File: config.mk
export PLATFORM = sky130hd
export DESIGN_NAME = sopa_front
export DESIGN_NICKNAME = d
export VERILOG_FILES = /design/src/sv/sopa_pkg.sv /design/src/sv/sopa_front.sv
export SDC_FILE = /design/constraint.sdc
export NUM_CORES = 1
export LEC_CHECK = 0
export ABC_AREA = 1
export CORE_UTILIZATION = 55
export CTS_BUF_LIST = sky130_fd_sc_hd__clkbuf_4
export DETAILED_ROUTE_END_ITERATION = 10
export DONT_BUFFER_PORTS = 1
export HOLD_SLACK_MARGIN = 0.02
export PLACE_DENSITY_LB_ADDON = 0.05
export SYNTH_ARGS = -nofsm -noshare
export SYNTH_HDL_FRONTEND = slang
export SYNTH_SLANG_ARGS = --single-unit
File: constraint.sdc
create_clock -name clk_i -period 6.07 [get_ports clk_i]
set_clock_uncertainty 0.2 [all_clocks]
set_input_delay 0.607 -clock clk_i [delete_from_list [all_inputs] [get_ports clk_i]]
set_output_delay 0.607 -clock clk_i [all_outputs]
set_load 0.01 [all_outputs]
File: src/sv/sopa_pkg.sv
// Package for the suffix-prefix overlap aligner.
// Holds sizes, command codes and the types shared by the front, back and top level.
package sopa_pkg;

  localparam int MaxLen = 256;

  localparam int LEN_W = $clog2(MaxLen + 1);
  localparam int AW = (MaxLen > 1) ? $clog2(MaxLen) : 1;
  localparam int SCORE_RAW_W = $clog2(15 * MaxLen + 32) + 2;
  localparam int SCORE_W = (SCORE_RAW_W > 14) ? SCORE_RAW_W : 14;

  localparam int SYM_W = 8;
  localparam int CFG_W = 4;
  localparam int CMD_W = 2;
  localparam int CIDX_W = 2;
  localparam int RES_W = 12;

  localparam int QDEPTH = 4;
  localparam int QAW = 2;
  localparam int QCNT_W = 3;

  localparam logic [CMD_W-1:0] CMD_APPEND_FIRST = 2'd0;
  localparam logic [CMD_W-1:0] CMD_APPEND_SECOND = 2'd1;
  localparam logic [CMD_W-1:0] CMD_ALIGN = 2'd2;
  localparam logic [CMD_W-1:0] CMD_NONE = 2'd3;

  localparam logic [CIDX_W-1:0] REG_MATCH = 2'd0;
  localparam logic [CIDX_W-1:0] REG_MISMATCH = 2'd1;
  localparam logic [CIDX_W-1:0] REG_INDEL = 2'd2;

  localparam logic [CFG_W-1:0] MATCH_RST = 4'd1;
  localparam logic [CFG_W-1:0] MISMATCH_RST = 4'd1;
  localparam logic [CFG_W-1:0] INDEL_RST = 4'd2;

  localparam logic [RES_W-1:0] SCORE_CEIL = 12'd4095;

  typedef enum logic [1:0] {
    OP_FIRST,
    OP_SECOND,
    OP_ALIGN
  } op_e;

  typedef struct packed {
    op_e              op;
    logic [SYM_W-1:0] symbol;
  } q_item_t;

  typedef struct packed {
    logic [CFG_W-1:0] hit_gain;
    logic [CFG_W-1:0] miss_cost;
    logic [CFG_W-1:0] gap_cost;
  } cfg_t;

endpackage

File: src/sv/sopa_front.sv
// Front end: accepts input items, classifies commands and queues them for the back end.
// Depends on sopa_pkg.
module sopa_front import sopa_pkg::*; (
  input  logic             clk_i,
  input  logic             rst_ni,
  input  logic             in_valid_i,
  output logic             in_stall_o,
  input  logic [CMD_W-1:0] command_i,
  input  logic [SYM_W-1:0] symbol_i,
  output logic             q_valid_o,
  output q_item_t          q_item_o,
  input  logic             q_pop_i
);

  q_item_t           fifo_q [QDEPTH];
  logic [QAW-1:0]    wptr_q, rptr_q;
  logic [QCNT_W-1:0] cnt_q;
  logic              push;
  op_e               op;
  logic              known;

  always_comb begin
    known = 1'b1;
    op = OP_FIRST;
    case (command_i)
      CMD_APPEND_FIRST:  op = OP_FIRST;
      CMD_APPEND_SECOND: op = OP_SECOND;
      CMD_ALIGN:         op = OP_ALIGN;
      default:           known = 1'b0;
    endcase
  end

  assign in_stall_o = (cnt_q == QCNT_W'(QDEPTH));
  // An unused command is accepted and dropped.
  assign push = in_valid_i && !in_stall_o && known;
  assign q_valid_o = (cnt_q != '0);
  assign q_item_o = fifo_q[rptr_q];

  always_ff @(posedge clk_i) begin
    if (push) begin
      fifo_q[wptr_q] <= '{op: op, symbol: symbol_i};
    end
  end

  always_ff @(posedge clk_i or negedge rst_ni) begin
    if (!rst_ni) begin
      wptr_q <= '0;
      rptr_q <= '0;
      cnt_q <= '0;
    end else begin
      if (push) wptr_q <= wptr_q + QAW'(1);
      if (q_pop_i) rptr_q <= rptr_q + QAW'(1);
      cnt_q <= cnt_q + QCNT_W'(push) - QCNT_W'(q_pop_i);
    end
  end

  a_no_pop_empty: assert property (@(posedge clk_i) disable iff (!rst_ni)
    q_pop_i |-> cnt_q != '0) else $error("pop from empty queue");
  a_no_overfill: assert property (@(posedge clk_i) disable iff (!rst_ni)
    cnt_q <= QCNT_W'(QDEPTH)) else $error("queue count overflow");
  a_count_step: assert property (@(posedge clk_i) disable iff (!rst_ni)
    (push && !q_pop_i) |=> cnt_q == $past(cnt_q) + QCNT_W'(1))
    else $error("queue count did not advance");

endmodule

==> impl_summary.log <==
INFO  metric critical_path.startpoint = rptr_q[1]
INFO  metric wl_per_cell = 13.5 µm
INFO  metric num_rows = 22
INFO  metric path_delay_family = flip-flops
INFO  metric dp_hpwl = 2.00 mm
INFO  metric outcome = complete, no violations
INFO  metric finalWeightedCongestion = 0.789
INFO  metric clock.fmax = 406 MHz
INFO  metric syn_nets = 194
INFO  metric post-route-worst-setup-slack = 3.61 ns
INFO  metric grt_start_max_net_pins = 43
INFO  metric syn_avg_cell_area = 12.1 µm²
INFO  metric yosys.cell_count.top_type = sky130_fd_sc_hd__edfxtp_1
INFO  metric design.core.area = 0.00366 mm²
INFO  metric first_iter_violations = 54
INFO  metric floorplan.initialDensity = 0.571
INFO  metric via_count = 1,134
INFO  metric part_of_the_cycle_the_worst_path_needs = 0.405
INFO  metric detail_route.vias_per_cell = 5.09
INFO  metric remaining_overflow_grt = 0
INFO  metric tritoncts_clock_tree = built
INFO  metric postSynth.asyncResetShare = 0.149
INFO  metric num-fill-cells = 300
INFO  metric tritoncts.num_buffers = 5
INFO  metric p_leak = 0.899 nW
INFO  metric setup.worst_path.class = flip-flop to output port
INFO  metric dieArea = 0.00405 mm²
INFO  metric commonest_register_cell_after_synthesis = sky130_fd_sc_hd__edfxtp_1
INFO  metric unrepaired_setup_endpoints_after_global_routing = false
INFO  metric grt_pass1_wl = 5.09 mm
INFO  metric first_global_vias = 1,121
INFO  metric critical_path.reg2reg.startpoint = cnt_q[1]
INFO  metric timing.max_slew.rel_slack = 0.315
INFO  metric vdd_drop_max = 0.000239 V
INFO  metric data_required_critical_path = 5.26 ns
INFO  metric grt_antenna_before_repair = 0
INFO  metric cts.htree.levels = 2
INFO  metric cp_data_arrival_time = 1.65 ns
INFO  metric ant_nets = 0
INFO  metric cts-root-to-sink-buffers = 2
INFO  metric synth-edff-count = 40
INFO  metric dieHeight = 63.6 µm
INFO  metric hold_crit_depth = 1
INFO  metric drv_slew = 0
INFO  metric cts.reportedPaths.clkPinSlew = 0.12 ns
INFO  metric path_cells = o211ai_1, nand2_1
INFO  metric synthDominantAreaCellType = sky130_fd_sc_hd__edfxtp_1
INFO  metric dp_slack = 3.71 ns
INFO  metric io_buffer_count = 0
INFO  metric synth_top_cell_area_share = 0.575
INFO  metric tritoncts_num_sinks = 47
INFO  metric critical_path.n_buffers_inverters = 0
INFO  metric boundaryPins = 26
INFO  metric synthesis.instances = 173
INFO  metric cts_root_buffer = sky130_fd_sc_hd__clkbuf_4
INFO  metric drt_wl_total = 3.02 mm
INFO  metric overall_fraction_of_global_route_tracks_in_use = 0.171
INFO  metric cp-start-kind = flip-flop
INFO  metric timing.critical_path.depth = 2
INFO  metric leading_post_synthesis_cells_by_instance_count = sky130_fd_sc_hd__edfxtp_1 (40), sky130_fd_sc_hd__inv_1 (37), sky130_fd_sc_hd__nand2_1 (29)
INFO  metric path_category_of_the_worst_min_delay_check = input pin to flip-flop
INFO  metric area_growth_syn_to_layout = 3.77%
INFO  metric synth.cell_area = 0.00209 mm²
INFO  metric worst_hold_startpoint = q_pop_i
INFO  metric synthDistinctLibCells = 21
INFO  metric timing.critical_path.fanout_max = 21
INFO  metric final.min_clock_period = 2.46 ns
INFO  metric tritonroute_pass_1_iters = 4
INFO  metric finalSetupViolations = 0
INFO  metric critical-path-max-stage-delay = 0.94 ns
INFO  metric synth-warning-count = 0
INFO  metric timing_worst_slew_pin_value = 1.02 ns
INFO  metric n_antenna_cell = 0
INFO  metric crit_slowest_cell = sky130_fd_sc_hd__dfrtp_1
INFO  metric power.density_cell_area = 440 mW/mm²
INFO  metric final_nets = 196
INFO  metric final.setup.tns = 0 ns
INFO  metric netlist_top_cells_area = sky130_fd_sc_hd__edfxtp_1 (57%), sky130_fd_sc_hd__dfrtp_1 (8.4%), sky130_fd_sc_hd__inv_1 (6.6%)
INFO  metric cp_capture_type = output port
INFO  metric insertion_delay = 0.34 ns
INFO  metric chipWidth = 63.6 µm
INFO  metric final-hold-violation-count = 0
INFO  metric drc = 0
INFO  metric cts.repair_timing.setup_buffer_count = 0
INFO  metric worst_r2r_path_depth = 10
INFO  metric postSynthRegisterBits = 47
INFO  metric max_cap_viol_count = 0
INFO  metric synth-seq-area-share = 0.659
INFO  metric layout-drive-gt1-share = 0.114
-- where the power goes --
part / internal, mW / total [mW] / switching (mW)
Sequential: 0.419 / 0.470 / 0.0509
Combinational: 0.0996 / 0.307 / 0.207
Clock: 0.0895 / 0.177 / 0.0873
Total: 0.608 / 0.953 / 0.345
-- sequential cells by signal (all words and copies together), names as in the netlist --
signal  flops
fifo_q     40
rptr_q      2
cnt_q       3
wptr_q      2
-- cell families (layout without fill, tap and decap cells) --
logic type / Yosys count / after routing / share of synthesized area
buf+inv: 44 / 46 / 0.102
fa+ha+maj: 7 / 7 / 0.0455
simple gates: 42 / 42 / 0.0832
compound gates: 31 / 31 / 0.102
flops: 47 / 47 / 0.659
xor+xnor: 2 / 2 / 0.00838
-- cells in the final DEF (no fill, tap or decap), drive strengths merged --
master       count
ha               6
xor2             1
nand2           31
clkbuf           6
xnor2            1
inv             37
nand3            5
buf              1
o211ai          10
dfrtp            7
fa               1
bufinv           1
dlygate4sd3      1
o21ai           10
nor2             6
edfxtp          40
a21oi           11
-- worst paths after layout --
| path | end | slack (ns) |
|---|---|---|
| max in group asynchronous | wptr_q[0] | 5.05 |
| min in group asynchronous | cnt_q[1] | 0.38 |
| worst max register to register | cnt_q[2] | 3.90 |
| worst max-delay path | q_item_o[8] | 3.61 |
| worst min register to register | cnt_q[0] | 0.32 |
| worst min-delay path | rptr_q[0] | 0.13 |
-- area by class of cell --
class / instances / area [µm²] / area share
clock inverters: 1 / 30.0 / 0.0138
clock buffers: 6 / 45.0 / 0.0208
flip-flops and latches: 47 / 1380 / 0.635
inverters: 37 / 139 / 0.0641
well taps: 48 / 60.1 / 0.0277
multi-input cells: 82 / 500 / 0.231
repair buffers: 2 / 17.5 / 0.00808
-- layer usage --
metal | part of all wire | track usage
met5 | 0 | 0
met2 | 0.50 | 0.282
met3 | 0.048 | 0.0562
met1 | 0.43 | 0.199
met4 | 0.018 | 0.0824
-- repair_timing --
| action | CTS | global route |
|---|---|---|
| endpoints found under the hold margin | 7 | 0 |
| resized for setup | 0 | 0 |
| hold buffers | 1 | 0 |
-- worst register-to-register path, stage by stage (launching register included) --
cell and delay (ns):
sky130_fd_sc_hd__dfrtp_1 0.44, sky130_fd_sc_hd__inv_1 0.12, sky130_fd_sc_hd__nand3_2 0.13, sky130_fd_sc_hd__nand2_2 0.16, sky130_fd_sc_hd__ha_1 0.26, sky130_fd_sc_hd__inv_1 0.06, sky130_fd_sc_hd__ha_1 0.14, sky130_fd_sc_hd__inv_1 0.05
sky130_fd_sc_hd__fa_1 0.38, sky130_fd_sc_hd__nand3_1 0.10, sky130_fd_sc_hd__nand2_1 0.05
-- through the flow --
step	utilization	total power, mW	instances	cell area, µm²	hold WS [ns]
after floorplan	-	0.764	173	2090	0.111
after global placement	0.569	0.773	215	2080	0.112
after detailed placement	0.569	0.788	215	2080	0.112
after CTS	0.592	0.965	223	2170	0.118
after global routing	0.592	1.02	223	2170	0.101
final	0.592	0.953	223	2170	0.135
No activity file was read; power rests on OpenSTA's default activity.
